==> src/rtl/assert_macros.svh <==
// ----------------------------------------------------------------------------
// assert_macros.svh
// Assertion helpers shared by the placer RTL; empty under synthesis.
// ----------------------------------------------------------------------------
`ifndef ASSERT_MACROS_SVH
`define ASSERT_MACROS_SVH
`ifndef SYNTHESIS
// Check a property on every rising edge outside reset.
`define FLP_ASSERT(lbl, clk, rst, prop) \
  lbl: assert property (@(posedge clk) disable iff (rst) prop) \
    else $error("assertion failed");
// Check that a condition in one cycle implies another in the next cycle.
`define FLP_ASSERT_NEXT(lbl, clk, rst, ante, cons) \
  lbl: assert property (@(posedge clk) disable iff (rst) (ante) |=> (cons)) \
    else $error("assertion failed");
`else
`define FLP_ASSERT(lbl, clk, rst, prop)
`define FLP_ASSERT_NEXT(lbl, clk, rst, ante, cons)
`endif
`endif

==> src/rtl/flp_pkg.sv <==
// ----------------------------------------------------------------------------
// flp_pkg
// Shared types, constants and helpers of the flow layout placer.
// ----------------------------------------------------------------------------
package flp_pkg;

  localparam logic [23:0] SIZE_LIMIT = 24'd16777215;
  localparam logic [24:0] CUR_MAX    = 25'h1FFFFFF;
  localparam int unsigned CFG_W      = 25;
  localparam int unsigned IDX_W      = 3;

  typedef enum logic [IDX_W-1:0] {
    REG_MAIN_AXIS,
    REG_WRAP_MODE,
    REG_BOX_GAP,
    REG_ROW_GAP,
    REG_AREA_LEFT,
    REG_AREA_TOP,
    REG_AREA_WIDTH,
    REG_AREA_HEIGHT
  } reg_idx_t;

  typedef struct packed {
    logic               main_axis;
    logic               wrap_mode;
    logic [15:0]        box_gap;
    logic [15:0]        row_gap;
    logic signed [24:0] area_left;
    logic signed [24:0] area_top;
    logic [23:0]        area_width;
    logic [23:0]        area_height;
  } cfg_t;

  // One classified box: sizes already clamped and mapped to along/across.
  typedef struct packed {
    logic [23:0] size_al;
    logic [23:0] size_ac;
    logic        last;
  } item_t;

  typedef struct packed {
    logic  push;
    item_t item;
  } q_wr_t;

  typedef struct packed {
    logic  valid;
    item_t item;
  } q_rd_t;

  // Along-axis capacity of one row.
  function automatic logic [23:0] row_cap(input cfg_t c);
    logic [23:0] area_al;
    area_al = c.main_axis ? c.area_height : c.area_width;
    return c.wrap_mode ? area_al : SIZE_LIMIT;
  endfunction

  function automatic logic [23:0] max24(input logic [23:0] a, input logic [23:0] b);
    return (a > b) ? a : b;
  endfunction

  function automatic logic [23:0] min24(input logic [23:0] a, input logic [23:0] b);
    return (a < b) ? a : b;
  endfunction

endpackage

==> src/rtl/flp_front.sv <==
// ----------------------------------------------------------------------------
// flp_front
// Accept input words, clamp the box sizes and map them to along/across.
// ----------------------------------------------------------------------------
module flp_front (
  input  flp_pkg::cfg_t  cfg,
  input  logic           in_valid,
  output logic           in_ready,
  input  logic [23:0]    pref_width,
  input  logic [23:0]    pref_height,
  input  logic [23:0]    least_width,
  input  logic [23:0]    least_height,
  input  logic [23:0]    most_width,
  input  logic [23:0]    most_height,
  input  logic           last_in,
  input  logic           q_full,
  output flp_pkg::q_wr_t wr
);
  import flp_pkg::*;

  logic        vert;
  logic [23:0] pref_al, pref_ac, least_al, least_ac, most_ac, area_ac, cap;

  always_comb begin
    vert     = cfg.main_axis;
    pref_al  = vert ? pref_height  : pref_width;
    pref_ac  = vert ? pref_width   : pref_height;
    least_al = vert ? least_height : least_width;
    least_ac = vert ? least_width  : least_height;
    most_ac  = vert ? most_width   : most_height;
    area_ac  = vert ? cfg.area_width : cfg.area_height;
    cap      = row_cap(cfg);

    in_ready          = !q_full;
    wr.push           = in_valid && !q_full;
    wr.item.size_al   = max24(least_al, min24(pref_al, cap));
    wr.item.size_ac   = cfg.wrap_mode ? pref_ac : max24(least_ac, min24(most_ac, area_ac));
    wr.item.last      = last_in;
  end

endmodule

==> src/rtl/flp_queue.sv <==
// ----------------------------------------------------------------------------
// flp_queue
// Two-entry queue between the classifying front and the placing back.
// ----------------------------------------------------------------------------
`include "assert_macros.svh"

module flp_queue (
  input  logic           clk,
  input  logic           rst,
  input  flp_pkg::q_wr_t wr,
  output logic           full,
  output flp_pkg::q_rd_t rd,
  input  logic           pop
);
  import flp_pkg::*;

  item_t      slots [2];
  logic       wr_ptr, rd_ptr;
  logic [1:0] count;

  assign full     = (count == 2'd2);
  assign rd.valid = (count != 2'd0);
  assign rd.item  = slots[rd_ptr];

  always_ff @(posedge clk) begin
    if (rst) begin
      wr_ptr <= 1'b0;
      rd_ptr <= 1'b0;
      count  <= 2'd0;
    end else begin
      if (wr.push) wr_ptr <= !wr_ptr;
      if (pop)     rd_ptr <= !rd_ptr;
      case ({wr.push, pop})
        2'b10:   count <= count + 2'd1;
        2'b01:   count <= count - 2'd1;
        default: count <= count;
      endcase
    end
  end

  always_ff @(posedge clk) begin
    if (wr.push) slots[wr_ptr] <= wr.item;
  end

  `FLP_ASSERT(a_q_bound, clk, rst, count <= 2'd2)
  `FLP_ASSERT_NEXT(a_q_fill, clk, rst, wr.push && !pop, count == $past(count) + 2'd1)

endmodule

==> src/rtl/flp_back.sv <==
// ----------------------------------------------------------------------------
// flp_back
// Run the row cursors, place each box and hold the result word.
// ----------------------------------------------------------------------------
`include "assert_macros.svh"

module flp_back (
  input  logic                clk,
  input  logic                rst,
  input  flp_pkg::cfg_t       cfg,
  input  flp_pkg::q_rd_t      rd,
  output logic                pop,
  output logic                out_valid,
  input  logic                out_ready,
  output logic signed [25:0]  box_x,
  output logic signed [25:0]  box_y,
  output logic [23:0]         box_width,
  output logic [23:0]         box_height,
  output logic [24:0]         total_width,
  output logic [24:0]         total_height,
  output logic                last_out
);
  import flp_pkg::*;

  // Saturating origin plus offset; the sum can only overflow upward.
  function automatic logic signed [25:0] place(input logic signed [24:0] org,
                                               input logic [24:0] off);
    logic signed [26:0] s;
    s = $signed({{2{org[24]}}, org}) + $signed({2'b00, off});
    return (s > 27'sd33554431) ? 26'sh1FFFFFF : s[25:0];
  endfunction

  logic [24:0] along, across, widest;
  logic [23:0] rdm;
  logic        has;

  logic        take, vert, do_wrap;
  logic [23:0] cap;
  logic [25:0] fit_sum, gap_sum, end_sum, tot_sum;
  logic [26:0] row_sum;
  logic [24:0] along_gap, across_row, start_al, base_ac, base_widest, along_next;
  logic [24:0] tot_al, tot_ac;
  logic [23:0] base_rdm, rdm_next;
  logic signed [25:0] pos_al, pos_ac;

  always_comb begin
    take    = rd.valid && (!out_valid || out_ready);
    pop     = take;
    vert    = cfg.main_axis;
    cap     = row_cap(cfg);

    fit_sum = {1'b0, along} + {10'd0, cfg.box_gap} + {2'd0, rd.item.size_al};
    do_wrap = has && (fit_sum > {2'd0, cap});

    gap_sum    = {1'b0, along} + {10'd0, cfg.box_gap};
    along_gap  = gap_sum[25] ? CUR_MAX : gap_sum[24:0];
    row_sum    = {2'd0, across} + {3'd0, rdm} + {11'd0, cfg.row_gap};
    across_row = (|row_sum[26:25]) ? CUR_MAX : row_sum[24:0];

    start_al    = (do_wrap || !has) ? 25'd0 : along_gap;
    base_ac     = do_wrap ? across_row : across;
    base_rdm    = do_wrap ? 24'd0 : rdm;
    base_widest = (do_wrap && along > widest) ? along : widest;

    end_sum    = {1'b0, start_al} + {2'd0, rd.item.size_al};
    along_next = end_sum[25] ? CUR_MAX : end_sum[24:0];
    rdm_next   = max24(base_rdm, rd.item.size_ac);

    tot_al  = (along_next > base_widest) ? along_next : base_widest;
    tot_sum = {1'b0, base_ac} + {2'd0, rdm_next};
    tot_ac  = tot_sum[25] ? CUR_MAX : tot_sum[24:0];

    pos_al = place(vert ? cfg.area_top : cfg.area_left, start_al);
    pos_ac = place(vert ? cfg.area_left : cfg.area_top, base_ac);
  end

  always_ff @(posedge clk) begin
    if (rst) begin
      along     <= '0;
      across    <= '0;
      widest    <= '0;
      rdm       <= '0;
      has       <= 1'b0;
      out_valid <= 1'b0;
    end else if (take) begin
      out_valid <= 1'b1;
      if (rd.item.last) begin
        along  <= '0;
        across <= '0;
        widest <= '0;
        rdm    <= '0;
        has    <= 1'b0;
      end else begin
        along  <= along_next;
        across <= base_ac;
        widest <= base_widest;
        rdm    <= rdm_next;
        has    <= 1'b1;
      end
    end else if (out_ready) begin
      out_valid <= 1'b0;
    end
  end

  always_ff @(posedge clk) begin
    if (take) begin
      box_x        <= vert ? pos_ac : pos_al;
      box_y        <= vert ? pos_al : pos_ac;
      box_width    <= vert ? rd.item.size_ac : rd.item.size_al;
      box_height   <= vert ? rd.item.size_al : rd.item.size_ac;
      total_width  <= rd.item.last ? (vert ? tot_ac : tot_al) : 25'd0;
      total_height <= rd.item.last ? (vert ? tot_al : tot_ac) : 25'd0;
      last_out     <= rd.item.last;
    end
  end

  `FLP_ASSERT_NEXT(a_clear_after_last, clk, rst, take && rd.item.last,
                   along == 25'd0 && across == 25'd0 && widest == 25'd0 && !has)
  `FLP_ASSERT(a_empty_row, clk, rst, !has |-> (along == 25'd0 && rdm == 24'd0))
  `FLP_ASSERT(a_totals_last, clk, rst,
              (out_valid && !last_out) |-> (total_width == 25'd0 && total_height == 25'd0))

endmodule

==> src/rtl/flow_layout_placer.sv <==
// ----------------------------------------------------------------------------
// flow_layout_placer
// Greedy flow layout: places a list of boxes in rows along a main axis.
// ----------------------------------------------------------------------------
// Use:
//   Input channel (in_valid/in_ready) carries one box word: preferred,
//   minimum and maximum size plus last_in marking the end of a list.
//   Output channel (out_valid/out_ready) returns one placed rectangle word
//   per box, in order; the word for the last box also carries the total
//   occupied size, and the row state clears for the next list.
//   Configuration goes through cfg_write/cfg_index/cfg_data, one register
//   per write, taken at once; write only while no box is in flight.
// Timing:
//   One word per cycle sustained while out_ready stays high. An accepted
//   input word enters the queue at the accepting edge, and the placing
//   stage then registers its result and raises out_valid. The cursor
//   update in the back stage, computed combinationally, sets the rate.
// Reset:
//   rst (synchronous) empties the queue, drops out_valid, clears the row
//   cursors and loads register defaults (vertical axis, no wrap, zeros).
// Stall:
//   While out_ready is low the result word holds; the two-entry queue
//   absorbs the words in flight, then in_ready drops until space frees.
// ----------------------------------------------------------------------------
module flow_layout_placer (
  input  logic                        clk,
  input  logic                        rst,
  input  logic                        cfg_write,
  input  logic [flp_pkg::IDX_W-1:0]   cfg_index,
  input  logic [flp_pkg::CFG_W-1:0]   cfg_data,
  input  logic                        in_valid,
  output logic                        in_ready,
  input  logic [23:0]                 pref_width,
  input  logic [23:0]                 pref_height,
  input  logic [23:0]                 least_width,
  input  logic [23:0]                 least_height,
  input  logic [23:0]                 most_width,
  input  logic [23:0]                 most_height,
  input  logic                        last_in,
  output logic                        out_valid,
  input  logic                        out_ready,
  output logic signed [25:0]          box_x,
  output logic signed [25:0]          box_y,
  output logic [23:0]                 box_width,
  output logic [23:0]                 box_height,
  output logic [24:0]                 total_width,
  output logic [24:0]                 total_height,
  output logic                        last_out
);
  import flp_pkg::*;

  cfg_t  cfg;
  q_wr_t q_wr;
  q_rd_t q_rd;
  logic  q_full;
  logic  q_pop;

  // Register file: each write lands immediately, narrowed to its field.
  always_ff @(posedge clk) begin
    if (rst) begin
      cfg.main_axis   <= 1'b1;
      cfg.wrap_mode   <= 1'b0;
      cfg.box_gap     <= '0;
      cfg.row_gap     <= '0;
      cfg.area_left   <= '0;
      cfg.area_top    <= '0;
      cfg.area_width  <= '0;
      cfg.area_height <= '0;
    end else if (cfg_write) begin
      case (reg_idx_t'(cfg_index))
        REG_MAIN_AXIS:   cfg.main_axis   <= cfg_data[0];
        REG_WRAP_MODE:   cfg.wrap_mode   <= cfg_data[0];
        REG_BOX_GAP:     cfg.box_gap     <= cfg_data[15:0];
        REG_ROW_GAP:     cfg.row_gap     <= cfg_data[15:0];
        REG_AREA_LEFT:   cfg.area_left   <= $signed(cfg_data[24:0]);
        REG_AREA_TOP:    cfg.area_top    <= $signed(cfg_data[24:0]);
        REG_AREA_WIDTH:  cfg.area_width  <= cfg_data[23:0];
        REG_AREA_HEIGHT: cfg.area_height <= cfg_data[23:0];
        default:         cfg.main_axis   <= cfg.main_axis;
      endcase
    end
  end

  // Front: clamp sizes and push classified words into the queue.
  flp_front u_front (
    .cfg          (cfg),
    .in_valid     (in_valid),
    .in_ready     (in_ready),
    .pref_width   (pref_width),
    .pref_height  (pref_height),
    .least_width  (least_width),
    .least_height (least_height),
    .most_width   (most_width),
    .most_height  (most_height),
    .last_in      (last_in),
    .q_full       (q_full),
    .wr           (q_wr)
  );

  // Queue: decouple front acceptance from back-side stalls.
  flp_queue u_queue (
    .clk  (clk),
    .rst  (rst),
    .wr   (q_wr),
    .full (q_full),
    .rd   (q_rd),
    .pop  (q_pop)
  );

  // Back: advance cursors, wrap rows, place the box and hold the result.
  flp_back u_back (
    .clk          (clk),
    .rst          (rst),
    .cfg          (cfg),
    .rd           (q_rd),
    .pop          (q_pop),
    .out_valid    (out_valid),
    .out_ready    (out_ready),
    .box_x        (box_x),
    .box_y        (box_y),
    .box_width    (box_width),
    .box_height   (box_height),
    .total_width  (total_width),
    .total_height (total_height),
    .last_out     (last_out)
  );

endmodule

==> config.mk <==
export PLATFORM = sky130hd
export DESIGN_NAME = flow_layout_placer
export DESIGN_NICKNAME = d
export VERILOG_FILES = /design/src/rtl/flp_pkg.sv /design/src/rtl/flp_front.sv /design/src/rtl/flp_queue.sv /design/src/rtl/flp_back.sv /design/src/rtl/flow_layout_placer.sv
export VERILOG_INCLUDE_DIRS = /design/src /design/src/rtl
export SDC_FILE = /design/constraint.sdc
export NUM_CORES = 2
export LEC_CHECK = 0
export BUFFER_PORTS_ARGS = -buffer_cell sky130_fd_sc_hd__buf_2
export CAP_MARGIN = 20
export CORE_UTILIZATION = 45
export CTS_CLUSTER_SIZE = 40
export DETAILED_ROUTE_END_ITERATION = 8
export GPL_TIMING_DRIVEN = 1
export PLACE_DENSITY = 0.66
export SETUP_SLACK_MARGIN = 0.2
export SLEW_MARGIN = 40
export SYNTH_ARGS = -nofsm -noshare
export SYNTH_HDL_FRONTEND = slang
export SYNTH_SLANG_ARGS = --single-unit
==> constraint.sdc <==
create_clock -name clk -period 11 [get_ports clk]
set_input_delay 2.2 -clock clk [delete_from_list [all_inputs] [get_ports clk]]
set_output_delay 2.2 -clock clk [all_outputs]
set_load 0.03 [all_outputs]
== Word-level counts from Yosys, hierarchy flattened ==
Memory sizes are Yosys's and may differ from the RTL's. A register that Yosys moved wholly into a read port is not among the register bits.
Cells that the tools add are included.
W data, S select, Z words.

* Output and inout bits: 153
* RAM bits: 98
* Register bits after elaboration: 388
* Word-level logic and storage cells: 124
* Input port bits: 178
* Memories kept: 1

* Equal/unequal tests: 10
* Multiplexer cells: 45
* Add/sub/neg operators: 10
* Reductions and logical operators: 24
* Magnitude comparators: 10

{| class="wikitable"
|+ Memories
! name !! words !! bits a word !! read ports !! clocked after Yosys merged registers in !! write ports !! RTL line !! RTL
|-
| u_queue.slots || 2 || 49 || 1 || 1 || 1 || flp_queue.sv:17 || <nowiki>item_t slots [2];</nowiki>
|}

{| class="wikitable"
|+ Operator list
! cell !! count
|-
| $mux W24 || 18
|-
| $mux W25 || 15
|-
| $mux W26 || 4
|-
| $add A25 B24 Y26 || 3
|-
| $gt A24 B24 Y1 || 3
|-
| $add A25 B26 Y27 || 2
|-
| $gt A27 B26 Y1 const B || 2
|-
| $gt A25 B25 Y1 || 2
|-
| $lt A24 B24 Y1 || 2
|-
| $add A27 B16 Y27 || 1
|-
| $add A25 B16 Y26 || 1
|-
| $add A26 B24 Y26 || 1
|-
| $gt A26 B24 Y1 || 1
|-
| $reduce_and A2 Y1 || 8
|-
| $eq A3 B3 Y1 const B || 4
|-
| $mux W1 || 7
|-
| $eq A3 B2 Y1 const B || 2
|-
| $reduce_bool A2 Y1 || 3
|-
| $logic_not A1 Y1 || 5
|-
| $eq A2 B2 Y1 const B || 2
|-
| $logic_and A1 B1 Y1 || 4
|-
| $pmux W2 S2 || 1
|-
| $eq A3 B1 Y1 const B || 1
|-
| $logic_not A3 Y1 || 1
|-
| other kinds (5) || 6
|}

== Logic depth before layout (Yosys ltp) ==
* Word-level depth: 11
* Depth in mapped cells: 59
* Mapped depth without buffers: 56

== Modules after synthesis ==
Synthesis repeated with hierarchy kept, for this count alone.

* Cells, all modules: 3888
* Area total of the unflattened synthesis: 37583.5 um^2

{| class="wikitable"
|+ By module, submodules not included
! module !! seq. area each (um^2) !! area an instance (um^2) !! cells each !! instances
|-
| flp_back || 6556.3 || 22973.3 || 2559 || 1
|-
| flp_front || 0.0 || 5535.3 || 687 || 1
|-
| flow_layout_placer || 2642.5 || 5342.6 || 468 || 1
|-
| flp_queue || 3042.9 || 3732.3 || 174 || 1
|}

== Least setup slack after synthesis ==
No wires, ideal clock.

* Kind: register to register
* Start: register (tool-made name)
* End: register u_back.total_height[24], data pin
* Cell stages (with the launch flop): 53
* Setup time: 0.270 ns
* Path slack: 0.007 ns
* Arrival time: 10.723 ns
* Cell sequence: dfxtp_1 clkbuf_1 clkbuf_1 buf_1 mux2i_1 inv_1 ha_1 a211oi_1 nor2_1 o31ai_1 a21bo_2 o21bai_1 a21oi_1 o31a_1 o21ai_0 a21o_1 a21oi_1 xnor2_1 [17 not listed] a221o_1 o21ai_1 clkbuf_1 mux2i_1 ha_1 inv_1 fa_1 nand2b_1 a21oi_1 o2111ai_1 a21oi_1 o21bai_1 o211ai_1 o2111ai_1 a2111oi_0 a21oi_1 o41ai_1 a21oi_1

{| class="wikitable"
|+ RTL lines
! item !! RTL line !! RTL
|-
| end signal, assigned || flp_back.sv:112 || <nowiki>total_height <= rd.item.last ? (vert ? tot_al : tot_ac) : 25'd0;</nowiki>
|-
| end, declared || flp_back.sv:20 || <nowiki>output logic [24:0] total_height,</nowiki>
|}

== Worst setup path after layout ==
* Start: register u_back.along[0]
* End: register u_back.total_width[24], data pin

* Longest elaborated chain between the ends: 11

{| class="wikitable"
|+ Ends and longest elaborated chain
! item !! RTL line !! RTL
|-
| start, declared || flp_back.sv:33 || <nowiki>logic [24:0] along, across, widest;</nowiki>
|-
| start signal, assigned || flp_back.sv:94 || <nowiki>along <= along_next;</nowiki>
|-
| $add A25 B16 Y26 || flp_back.sv:52, flp_back.sv:55 ||
|-
| $add A26 B24 Y26 || flp_back.sv:52 || <nowiki>fit_sum = {1'b0, along} + {10'd0, cfg.box_gap} + {2'd0, rd.item.size_al};</nowiki>
|-
| $gt A26 B24 Y1 || flp_back.sv:53 || <nowiki>do_wrap = has && (fit_sum > {2'd0, cap});</nowiki>
|-
| $logic_and A1 B1 Y1 || flp_back.sv:53 ||
|-
| $logic_or A1 B1 Y1 || flp_back.sv:60 || <nowiki>start_al = (do_wrap || !has) ? 25'd0 : along_gap;</nowiki>
|-
| $mux W25 || flp_back.sv:60 ||
|-
| $add A25 B24 Y26 || flp_back.sv:65 || <nowiki>end_sum = {1'b0, start_al} + {2'd0, rd.item.size_al};</nowiki>
|-
| $mux W25 || flp_back.sv:66 || <nowiki>along_next = end_sum[25] ? CUR_MAX : end_sum[24:0];</nowiki>
|-
| $gt A25 B25 Y1 || flp_back.sv:69 || <nowiki>tot_al = (along_next > base_widest) ? along_next : base_widest;</nowiki>
|-
| $mux W25 || flp_back.sv:69 ||
|-
| $mux W25 * || flp_back.sv:111 || <nowiki>total_width <= rd.item.last ? (vert ? tot_ac : tot_al) : 25'd0;</nowiki>
|-
| end signal, assigned || flp_back.sv:111 ||
|-
| end, declared || flp_back.sv:19 || <nowiki>output logic [24:0] total_width,</nowiki>
|}

Mark *: on every way between the ends. The rest lies on a longest branch, timed or not.
A chain may end at the register's enable or synchronous reset.

==> impl_metrics.json <==
{
  "postLayoutCellArea_sq_mm": 0.0443,
  "clock.fmax_ghz": 0.0934,
  "syn_area_per_cell_sq_um": 8.92,
  "dr_wl_met2_microns": 63200,
  "seqPwrFrac": 0.289,
  "r2r_cells": 56,
  "synth_nets": 4714,
  "ys_seq_area_frac": 0.331,
  "dieWidth_microns": 289,
  "antenna_left": 0,
  "gp_congestion": 1.01,
  "yosys.area.top_type": "edfxtp_1",
  "final_layout_size_suffix_gt1_frac": 0.229,
  "nets": 5179,
  "io_buffers": 330,
  "tightest_slew_ns": 0.945,
  "wirelength_microns": 140000,
  "instances_no_fill": 5722,
  "swShare": 0.433,
  "p_leak_uw": 0.0199,
  "combPwrFrac": 0.496,
  "wl_met1_microns": 57300,
  "gr-total-overflow": 0,
  "p_switching_uw": 3960,
  "yosys_warnings": 0,
  "firstDrtPassIters": 6,
  "power.density_mw_per_mm2": 206,
  "end_kind": "flop",
  "ctsHoldBuffers": 0,
  "routedWlPerCell_microns": 24.4,
  "cp_common_cell": "a21o_1",
  "worst_slack_ns": 0.297,
  "viasPerCell": 6.02,
  "min_period_ns": 10.70,
  "min_path_cells": 2,
  "synth_enable_flop_cells": 249,
  "relSlewSlack": 0.363,
  "grt_usage": 0.323,
  "ys_types": 88,
  "areaGrowthSynthToFinish_pct": 19.6,
  "synthCells": 4151,
  "status": "completed",
  "timing.final.crit_share": 0.973,
  "root_buffer": "clkbuf_16",
  "ys_seq_elements": 487,
  "cp_slowest_stage_delay_ns": 0.44,
  "cp-start-kind": "flop",
  "drtIter0Drc": 3236,
  "place_ws_ns": -0.247,
  "clock_power_share": 0.214,
  "die_area_sq_mm": 0.0834,
  "clock_path_buffers": 3,
  "synth_async_sr_flop_share": 0,
  "grt_pass1_wl_microns": 200000,
  "critPathKind": "reg -> reg",
  "placed_cell_area_sq_mm": 0.0412,
  "vdd.ir_drop.worst_uv": 145,
  "top_layer": "met4",
  "start_util": 0.457,
  "crit_arrival_ns": 11.08,
  "post-route-drc-count": 0,
  "drv_slew": 0,
  "dp.cells": 5577,
  "clk_pin_slew_ns": 0.06,
  "cts.sink_count": 487,
  "htreeDepth": 2,
  "cts_tree": "done",
  "synth_top_area_frac": 0.202,
  "antenna_found_initial": 5,
  "dieHeight_microns": 289,
  "grt_pass1_vias": 31798,
  "cts-buffers-inserted": 56,
  "core_area_sq_mm": 0.0809,
  "core.rowCount": 104,
  "io_pins": 331,
  "grt_start_max_net_pins": 98,
  "met3_length_microns": 10400,
  "grt_setup_unrepaired": "true",
  "tns_ns": 0,
  "synthTopCellsByArea": "edfxtp_1 (20%), dfxtp_1 (13%), ha_1 (13%)",
  "hp-class": "reg -> reg",
  "final.setup_skew_ns": 0.0273,
  "p_int_uw": 5180,
  "synth_ff_type": "edfxtp_1",
  "vias": 34464,
  "hpwl_microns": 109000,
  "maxCapViolations": 0,
  "crit_slowest_cell": "or4b_1",
  "synth_area_sq_mm": 0.0370,
  "path_max_fanout": 2,
  "required_ns": 11.38,
  "insertion_delay_ns": 0.66,
  "setup_violations": 0,
  "hold_viol": 0
}
-- power groups by stage --
stage          clock network, uW  registers, uW  logic (uW)
3_3_place_gp                   0           2690        4180
2_1_floorplan                  0           3130        2140
3_5_place_dp                   0           2680        4210
5_1_grt                     2040           2670        4820
4_1_cts                     1970           2650        4260
6_report                    1960           2640        4540
-- timing repair --
item,in CTS,in global routing
pin swaps,18,78
buffers inserted,10,27
gates cloned,0,3
resized for setup,32,154
endpoints found under the setup margin,50,98
-- synthesized netlist by cell type, drive strengths merged (13+ instances only) --
master / number
a21oi: 455
nand2: 445
ha: 377
nor2: 329
edfxtp: 249
dfxtp: 238
mux2: 197
inv: 193
mux2i: 166
clkbuf: 161
o21ai: 156
a21o: 128
a22oi: 110
xnor2: 95
nand2b: 86
o221ai: 62
xor2: 61
and2: 57
o21a: 50
nand3: 49
nand4: 49
nor2b: 36
nor3: 34
buf: 32
o31ai: 32
a2bb2oi: 24
a211oi: 21
o211ai: 21
o21bai: 20
and3: 16
a31oi: 15
or2: 13
-- path summary, 6_finish.rpt --
check | end | slack [ns] | startpoint
min | cfg[122] | 0.46 | cfg[122]
min reg2reg | cfg[122] | 0.46 | cfg[122]
max reg2reg | u_back.total_width[24] | 0.30 | u_back.along[0]
max | u_back.total_width[24] | 0.30 | u_back.along[0]
-- critical path: cells and delay by family, from the launching register on --
family / cells / cell delay [ns]
DFF: 1 / 0.35
adders and majority gates: 7 / 1.98
buffers and inverters: 3 / 0.22
xor gates and xnor gates: 2 / 0.23
and+or+nand+nor: 8 / 1.44
AOI/OAI and AO/OA: 35 / 6.02
muxes: 1 / 0.21
-- cell families after synthesis --
group	Yosys count	synth area share
compound gates	1204	0.211
simple gates	1168	0.144
flops	487	0.331
buf+inv	387	0.0396
fa+ha+maj	385	0.132
mux	364	0.105
xor+xnor	156	0.0369
-- through the flow --
| step | total power [uW] | util | hold slack, ns |
|---|---|---|---|
| 6_report | 9140 | 0.547 | 0.462 |
| 5_1_grt | 9520 | 0.547 | 0.475 |
| 2_1_floorplan | 5270 | - | 0.441 |
| 3_5_place_dp | 6900 | 0.509 | 0.453 |
| 3_3_place_gp | 6860 | 0.508 | 0.448 |
| 4_1_cts | 8880 | 0.535 | 0.462 |
-- placed cells by master, fill, tap and decap left out, types with 12 or more instances in the layout --
cell / count
a211oi_1: 17
and2_1: 54
o21ai_1: 21
edfxtp_1: 249
nand2b_1: 84
and3_1: 14
buf_2: 329
mux2_2: 196
nor2b_1: 35
o21bai_1: 19
buf_6: 28
a21oi_1: 419
o221ai_1: 58
or2_2: 12
dfxtp_1: 231
o21ai_0: 125
nand4_1: 49
buf_4: 232
nor2_1: 313
o211ai_1: 20
a2bb2oi_1: 24
clkbuf_16: 61
inv_1: 189
a21o_1: 128
a22oi_1: 110
o21a_1: 50
nand2_1: 441
ha_1: 368
xnor2_1: 93
a21oi_2: 28
xor2_1: 59
nor3_1: 32
o31ai_1: 30
nand3_1: 45
mux2i_1: 160
-- flip-flops by register name, summed over array words and instances (netlist names), 2 cells and up, named ones only --
signal               count
u_back.box_x            26
u_queue.slots           98
cfg                    132
u_back.box_width        24
u_back.box_height       24
u_back.total_height     25
u_back.across           25
u_back.total_width      25
u_back.along            25
u_queue.count            2
u_back.rdm              24
u_back.widest           25
u_back.box_y            26
-- layout make-up --
class / count / area (sq um)
Antenna cell: 2 / 5.00
Clock buffer: 73 / 1600
Clock inverter: 29 / 304
Fill cell: 7475 / 36700
Inverter: 194 / 736
Multi-Input combinational cell: 3277 / 24100
Sequential cell: 487 / 12300
Tap cell: 1060 / 1330
Timing Repair Buffer: 600 / 3920
-- layer usage --
layer  track usage  vias to the layer above
li1              -                    16200
met1         0.424                    16500
met2         0.518                     1472
met3        0.0384                      292
met4         0.179                        0
met5             0                        -
(Power assumes the default switching activity.)
